--- src/sv/dwpsc_pkg.sv ---
// ----------------------------------------------------------------------------
// dwpsc_pkg
// Constants, gain register indexes and types of the dual wheel PID block.
// ----------------------------------------------------------------------------
package dwpsc_pkg;

  localparam int INTEGRAL_LIMIT = 300;
  localparam int OUTPUT_LIMIT   = 700;

  localparam int GAIN_W  = 8;
  localparam int ERR_W   = 18;
  localparam int INTEG_W = 10;
  localparam int DRIVE_W = 11;
  localparam int IDX_W   = 3;

  // gain register indexes
  typedef enum logic [IDX_W-1:0] {
    REG_LEFT_PROP   = 3'd0,
    REG_LEFT_INTEG  = 3'd1,
    REG_LEFT_DERIV  = 3'd2,
    REG_RIGHT_PROP  = 3'd3,
    REG_RIGHT_INTEG = 3'd4,
    REG_RIGHT_DERIV = 3'd5
  } reg_idx_e;

  localparam logic [GAIN_W-1:0] PROP_GAIN_RST  = 8'd80;  // 5.0
  localparam logic [GAIN_W-1:0] INTEG_GAIN_RST = 8'd32;  // 2.0
  localparam logic [GAIN_W-1:0] DERIV_GAIN_RST = 8'd0;

  typedef struct packed {
    logic [GAIN_W-1:0] kp;
    logic [GAIN_W-1:0] ki;
    logic [GAIN_W-1:0] kd;
  } gains_t;

  typedef struct packed {
    logic signed [INTEG_W-1:0] integral;
    logic signed [ERR_W-1:0]   prev_err;
  } wheel_state_t;

endpackage

--- src/sv/dual_wheel_pid_speed_control.sv ---
// ----------------------------------------------------------------------------
// dual_wheel_pid_speed_control
// Two-wheel PID speed loop with clamped integral and saturated drive.
// ----------------------------------------------------------------------------
//
//  channel   dir  handshake                     payload
//  s_axis    in   s_axis_tvalid/s_axis_tready   tdata: targets + measured counts,
//                                               tuser: mode (1 = reverse)
//  m_axis    out  m_axis_tvalid/m_axis_tready   tdata: left/right drive
//  cfg       in   cfg_valid_i/cfg_ready_o       cfg_index_i, cfg_data_i (gains)
//
// From accept to result: input register, then the PID math feeds the
// result register. One item per cycle sustained while the output is not
// stalled; the integral/previous-error loop is closed in the compute stage.
// Async active-low reset clears valids, integrals, previous errors and
// loads the default gains. A stalled output holds the pipe; an empty input
// register still fills while the result waits. cfg_ready_o is always high.
//
module dual_wheel_pid_speed_control (
  input  logic        clk_i,
  input  logic        rst_ni,
  // input items
  input  logic        s_axis_tvalid,
  output logic        s_axis_tready,
  // [7:0] left_target, [15:8] right_target,
  // [31:16] left_measured, [47:32] right_measured
  input  logic [47:0] s_axis_tdata,
  // [0] mode
  input  logic        s_axis_tuser,
  // result items
  output logic        m_axis_tvalid,
  input  logic        m_axis_tready,
  // [10:0] left_drive, [21:11] right_drive, [23:22] zero
  output logic [23:0] m_axis_tdata,
  // gain register writes
  input  logic        cfg_valid_i,
  output logic        cfg_ready_o,
  input  logic [2:0]  cfg_index_i,
  input  logic [7:0]  cfg_data_i
);

  localparam int ERR_W   = dwpsc_pkg::ERR_W;
  localparam int INTEG_W = dwpsc_pkg::INTEG_W;
  localparam int DRIVE_W = dwpsc_pkg::DRIVE_W;

  // add error into integral, clamp to +/- limit
  function automatic logic signed [INTEG_W-1:0] clamp_integ(
    input logic signed [INTEG_W-1:0] integ,
    input logic signed [ERR_W-1:0]   err
  );
    logic signed [ERR_W:0] acc;
    logic signed [ERR_W:0] lim;
    acc = (ERR_W+1)'(integ) + (ERR_W+1)'(err);
    lim = (ERR_W+1)'(dwpsc_pkg::INTEGRAL_LIMIT);
    if (acc > lim)       clamp_integ = INTEG_W'(lim);
    else if (acc < -lim) clamp_integ = INTEG_W'(-lim);
    else                 clamp_integ = INTEG_W'(acc);
  endfunction

  // PID sum with Q4.4 gains (4 fraction bits), saturate, truncate toward zero
  function automatic logic signed [DRIVE_W-1:0] pid_drive(
    input logic signed [ERR_W-1:0]   err,
    input logic signed [INTEG_W-1:0] acc,
    input logic signed [ERR_W-1:0]   prev,
    input dwpsc_pkg::gains_t         g
  );
    logic signed [ERR_W+8:0]   p_term;
    logic signed [INTEG_W+8:0] i_term;
    logic signed [ERR_W:0]     diff;
    logic signed [ERR_W+9:0]   d_term;
    logic signed [31:0]        sum;
    logic signed [31:0]        lim;
    logic signed [31:0]        quo;
    p_term = err * $signed({1'b0, g.kp});
    i_term = acc * $signed({1'b0, g.ki});
    diff   = (ERR_W+1)'(err) - (ERR_W+1)'(prev);
    d_term = diff * $signed({1'b0, g.kd});
    sum    = 32'(p_term) + 32'(i_term) + 32'(d_term);
    lim    = 32'(dwpsc_pkg::OUTPUT_LIMIT * 16);
    quo    = (sum < 0) ? ((sum + 32'sd15) >>> 4) : (sum >>> 4);
    if (sum > lim)       pid_drive = DRIVE_W'(dwpsc_pkg::OUTPUT_LIMIT);
    else if (sum < -lim) pid_drive = DRIVE_W'(-dwpsc_pkg::OUTPUT_LIMIT);
    else                 pid_drive = DRIVE_W'(quo);
  endfunction

  // ---------------- gain registers ----------------
  dwpsc_pkg::gains_t left_gains_q, right_gains_q;

  assign cfg_ready_o = 1'b1;

  always_ff @(posedge clk_i or negedge rst_ni) begin
    if (!rst_ni) begin
      left_gains_q  <= '{dwpsc_pkg::PROP_GAIN_RST, dwpsc_pkg::INTEG_GAIN_RST,
                         dwpsc_pkg::DERIV_GAIN_RST};
      right_gains_q <= '{dwpsc_pkg::PROP_GAIN_RST, dwpsc_pkg::INTEG_GAIN_RST,
                         dwpsc_pkg::DERIV_GAIN_RST};
    end else if (cfg_valid_i) begin
      unique case (dwpsc_pkg::reg_idx_e'(cfg_index_i))
        dwpsc_pkg::REG_LEFT_PROP:   left_gains_q.kp  <= cfg_data_i;
        dwpsc_pkg::REG_LEFT_INTEG:  left_gains_q.ki  <= cfg_data_i;
        dwpsc_pkg::REG_LEFT_DERIV:  left_gains_q.kd  <= cfg_data_i;
        dwpsc_pkg::REG_RIGHT_PROP:  right_gains_q.kp <= cfg_data_i;
        dwpsc_pkg::REG_RIGHT_INTEG: right_gains_q.ki <= cfg_data_i;
        dwpsc_pkg::REG_RIGHT_DERIV: right_gains_q.kd <= cfg_data_i;
        default: ;  // unused indexes: write dropped
      endcase
    end
  end

  // ---------------- pipeline control ----------------
  logic in_vld_q, out_vld_q;
  logic advance;

  assign advance       = !out_vld_q || m_axis_tready;   // result slot free next edge
  assign s_axis_tready = !in_vld_q || advance;
  assign m_axis_tvalid = out_vld_q;

  always_ff @(posedge clk_i or negedge rst_ni) begin
    if (!rst_ni) begin
      in_vld_q  <= 1'b0;
      out_vld_q <= 1'b0;
    end else begin
      if (s_axis_tready) in_vld_q <= s_axis_tvalid;
      if (advance)       out_vld_q <= in_vld_q;
    end
  end

  // ---------------- input register ----------------
  logic [47:0] in_data_q;
  logic        in_mode_q;

  always_ff @(posedge clk_i) begin
    if (s_axis_tready && s_axis_tvalid) begin
      in_data_q <= s_axis_tdata;
      in_mode_q <= s_axis_tuser;
    end
  end

  // ---------------- PID math ----------------
  logic signed [ERR_W-1:0]   left_tgt, right_tgt, left_meas, right_meas;
  logic signed [ERR_W-1:0]   left_err, right_err;
  dwpsc_pkg::wheel_state_t   left_st_q, right_st_q, left_st_d, right_st_d;
  logic signed [DRIVE_W-1:0] left_drv, right_drv, right_drv_raw;

  always_comb begin
    left_tgt   = ERR_W'($signed({1'b0, in_data_q[7:0]}));
    right_tgt  = ERR_W'($signed({1'b0, in_data_q[15:8]}));
    left_meas  = ERR_W'($signed(in_data_q[31:16]));
    right_meas = ERR_W'($signed(in_data_q[47:32]));

    left_err  = left_tgt - left_meas;
    // reverse: the right encoder counts the other way
    right_err = in_mode_q ? (right_tgt + right_meas) : (right_tgt - right_meas);

    left_st_d.integral  = clamp_integ(left_st_q.integral, left_err);
    right_st_d.integral = clamp_integ(right_st_q.integral, right_err);
    left_st_d.prev_err  = left_err;
    right_st_d.prev_err = right_err;

    left_drv      = pid_drive(left_err, left_st_d.integral, left_st_q.prev_err,
                              left_gains_q);
    right_drv_raw = pid_drive(right_err, right_st_d.integral, right_st_q.prev_err,
                              right_gains_q);
    // forward: right motor is mounted mirrored
    right_drv     = in_mode_q ? right_drv_raw : -right_drv_raw;
  end

  // loop state moves only when the item leaves the input register
  always_ff @(posedge clk_i or negedge rst_ni) begin
    if (!rst_ni) begin
      left_st_q  <= '0;
      right_st_q <= '0;
    end else if (in_vld_q && advance) begin
      left_st_q  <= left_st_d;
      right_st_q <= right_st_d;
    end
  end

  // ---------------- result register ----------------
  logic [DRIVE_W-1:0] left_out_q, right_out_q;

  always_ff @(posedge clk_i) begin
    if (in_vld_q && advance) begin
      left_out_q  <= left_drv;
      right_out_q <= right_drv;
    end
  end

  assign m_axis_tdata = {2'b00, right_out_q, left_out_q};

endmodule

--- config.mk ---
export PLATFORM = sky130hd
export DESIGN_NAME = dual_wheel_pid_speed_control
export DESIGN_NICKNAME = d
export VERILOG_FILES = /design/src/sv/dwpsc_pkg.sv /design/src/sv/dual_wheel_pid_speed_control.sv
export SDC_FILE = /design/constraint.sdc
export NUM_CORES = 2
export LEC_CHECK = 0
export BUFFER_PORTS_ARGS = -buffer_cell sky130_fd_sc_hd__buf_4
export CAP_MARGIN = 25
export CORE_MARGIN = 2
export CORE_UTILIZATION = 50
export DETAILED_ROUTE_END_ITERATION = 8
export PLACE_DENSITY = 0.66
export SLEW_MARGIN = 20
export SYNTH_ARGS = -nofsm -noshare
export SYNTH_HDL_FRONTEND = slang
export SYNTH_SLANG_ARGS = --single-unit
--- constraint.sdc ---
create_clock -name clk_i -period 15.1 [get_ports clk_i]
set_input_delay 1.51 -clock clk_i [delete_from_list [all_inputs] [get_ports clk_i]]
set_output_delay 1.51 -clock clk_i [all_outputs]
set_load 0.01 [all_outputs]
==> results.toml <==
[routing]
vias_per_cell = 5.30
wire_per_inst_um = 18.2
final_antenna_net_count = 0
via_count = 30000
dr.pass1.iters = 5
drc = 0
finalWirelength_mm = 103
drt_iter0_drc = 2044

[global_routing]
grt_pass1_vias = 30900
globalRouteTotalUtil_pct = 25.7
antenna_found_initial = 0
grt_overflow_total = 0
grt_pass1_wl_mm = 170
grt_max_degree = 65

[floorplanning]
ios = 92
core_area_sq_um = 81700
die_y_um = 291
initial_core_util_pct = 50.4
die_area_sq_um = 84600
die_x_um = 291
row_count = 105

[critical_path]
r2r_cells = 53
critical_path_required_ps = 15460
worst-r2r-setup-slack_ps = 960
r2r-start = "in_data_q[32]"
critPathBufInv = 7
slowest_delay_ps = 570
cp-end-kind = "register"
path_common_cell = "fa_1"
r2r-end = "right_out_q[4]"
cp.arrival_ps = 14500
crit_family = "adder cells"
cp_slowest_cell = "or4_4"
critPathMaxFanout = 11
crit_type = "reg2reg"
cp-start-kind = "register"

[yosys]
async_reset_ff_share_pct = 59.4
avgSynthCellArea_sq_um = 9.10
synth-edff-count = 71
synth.ff_latch_count = 175
netlist_instances = 4520
dominantRegCellSynth = "dfrtp_1"
synth_warnings = 0
seq_area_frac_synth_pct = 11.5
synth.distinct_cells = 101
synthesis.area_sq_um = 41100

[cts]
insertion_delay_ps = 510
cts_root_buf = "clkbuf_16"
h-tree-depth = 4
cts_tree = "done"
numCtsBuffers = 17
clk_pin_slew_ps = 80
cts_sinks = 175
cts_buffer_depth = 2

[hold_path]
holdPathStages = 2
hp-start = "right_st_q[1]"
hold_end = "right_st_q[1]"
min_path_type = "reg2reg"

[sta]
final-max-slew-violation-count = 0
worst_slew_pin_slew_ps = 1110
rsz0062_at_grt = "false"
setup_viol = 0
hold_violations = 0
fin_setup_tns_ps = 0
worst_slack_ps = 962
fin_crit_sh_pct = 93.6
max_freq_ghz = 0.0707
skew_ps = 15.5
finalCriticalPeriod_ps = 14140
slew_headroom_pct = 25.4

[cells_and_area]
syn_to_final_growth_pct = 6.46
num-fill-cells = 7618
antenna_cells = 0
final_nets = 5763
drive_gt1_share_pct = 6.64

[placed_design]
place.detailed.hpwl_mm = 87.6
port_buffers = 88
pre_cts_ws_ps = 526
place_congestion = 0.938

[job]
drv_cap = 0

[outcome]
outcome = "finished clean"
==> registers in the layout, summed over array words and instances (netlist names) <==
name and flops:
in_data_q 48, in_mode_q 1, in_vld_q 1, left_gains_q 24
left_out_q 11, left_st_q 27, m_axis_tvalid 1, right_gains_q 24
right_out_q 11, right_st_q 27
==> layer usage <==
layer | vias to the layer above | wire (um) | track usage, %
met3 | 122 | 6510 | 3.79
met2 | 903 | 46100 | 39.5
li1 | 13900 | - | -
met4 | 0 | 2510 | 6.94
met1 | 15000 | 47600 | 38.2
met5 | - | 0 | 0
==> area by class of cell <==
| class | count | area [sq um] | area share [%] |
|---|---|---|---|
| inverter | 1141 | 4290 | 9.78 |
| clock inverter | 14 | 164 | 0.374 |
| tap | 1070 | 1340 | 3.06 |
| multi-input combinational | 3080 | 31700 | 72.4 |
| sequential | 175 | 4740 | 10.8 |
| timing repair buffer | 150 | 1140 | 2.60 |
| clock buffer | 18 | 429 | 0.980 |
==> placed cells by master, fill, tap and decap left out, types with 17 or more instances in the layout <==
cell type and instances:
mux2_2 65, buf_4 149, ha_1 333, nand3_1 42, clkbuf_16 17, and2_1 252
fa_1 799, and3_1 22, o21a_1 32, a31oi_1 17, xor2_1 45, o21ai_0 115
nor2_1 124, nor2b_1 66, inv_1 1138, a21o_1 44, edfxtp_1 71, dfrtp_1 98
nor3_1 43, nand2b_1 31, nand2_1 537, a21oi_1 134, xnor2_1 114
==> worst max-delay path by stage <==
stage	startpoint	depth (start not counted)	end	slack, ps
6_report	in_data_q[32]	53	right_out_q[4]	960
5_1_grt	in_mode_q	53	right_out_q[4]	20
4_1_cts	in_mode_q	53	right_out_q[4]	430
3_5_place_dp	in_mode_q	55	right_out_q[4]	530
3_3_place_gp	in_mode_q	55	right_out_q[4]	810
2_1_floorplan	in_mode_q	56	right_out_q[4]	1550
==> through the flow <==
stage	util [%]	hold slack, ps	std cells	instance area, sq um
2_1_floorplan	-	450	4521	41200
3_3_place_gp	52.8	467	5613	43100
3_5_place_dp	52.8	474	5613	43100
4_1_cts	53.5	491	5645	43700
5_1_grt	53.6	504	5648	43800
6_report	53.6	492	5648	43800
==> cell families (layout without fill, tap and decap cells) <==
kind of cell    count (synthesis)  in the layout  share of synthesized area, %
mux                            67             67                          1.83
compound gates                508            508                          8.13
other cells                     2              3                        0.0183
xor+xnor                      162            162                          3.47
flops                         175            175                          11.5
simple gates                 1207           1207                          14.4
fa+ha+maj                    1133           1133                          49.0
buf+inv                      1266           1323                          11.6
==> synthesized netlist by cell type (45+ instances only) <==
cell type	n	area share, %
clkbuf_1	112	1.0
nand2_1	537	4.9
nor2_1	124	1.1
and2_1	253	3.8
dfrtp_1	98	6.0
inv_1	1138	10
nor3_1	45	0.55
nor2b_1	66	1.0
ha_1	333	10
o21ai_0	116	1.4
a21oi_1	135	1.6
xor2_1	45	0.96
fa_1	800	39
xnor2_1	116	2.5
mux2_2	65	1.8
edfxtp_1	71	5.2
==> repair_timing <==
item / in CTS / in global routing
hold buffers: 0 / 0
setup endpoints to repair: 0 / 9
gates resized for setup: 0 / 12
setup buffers: 0 / 1
==> worst reg2reg max path: cells and delay by family, from the launching register on <==
| family | cells | cell delay (ps) |
|---|---|---|
| XOR/XNOR | 2 | 330 |
| flip-flops | 1 | 430 |
| AND/OR/NAND/NOR | 11 | 2430 |
| AO/OA/AOI/OAI | 19 | 4450 |
| buffers and inverters | 7 | 700 |
| adder cells (fa/ha/maj) | 12 | 5060 |
| multiplexers | 2 | 610 |
Power is left out: the tool's default activity adds up to more than one toggle a clock period on the data nets, which glitch-free logic cannot reach.
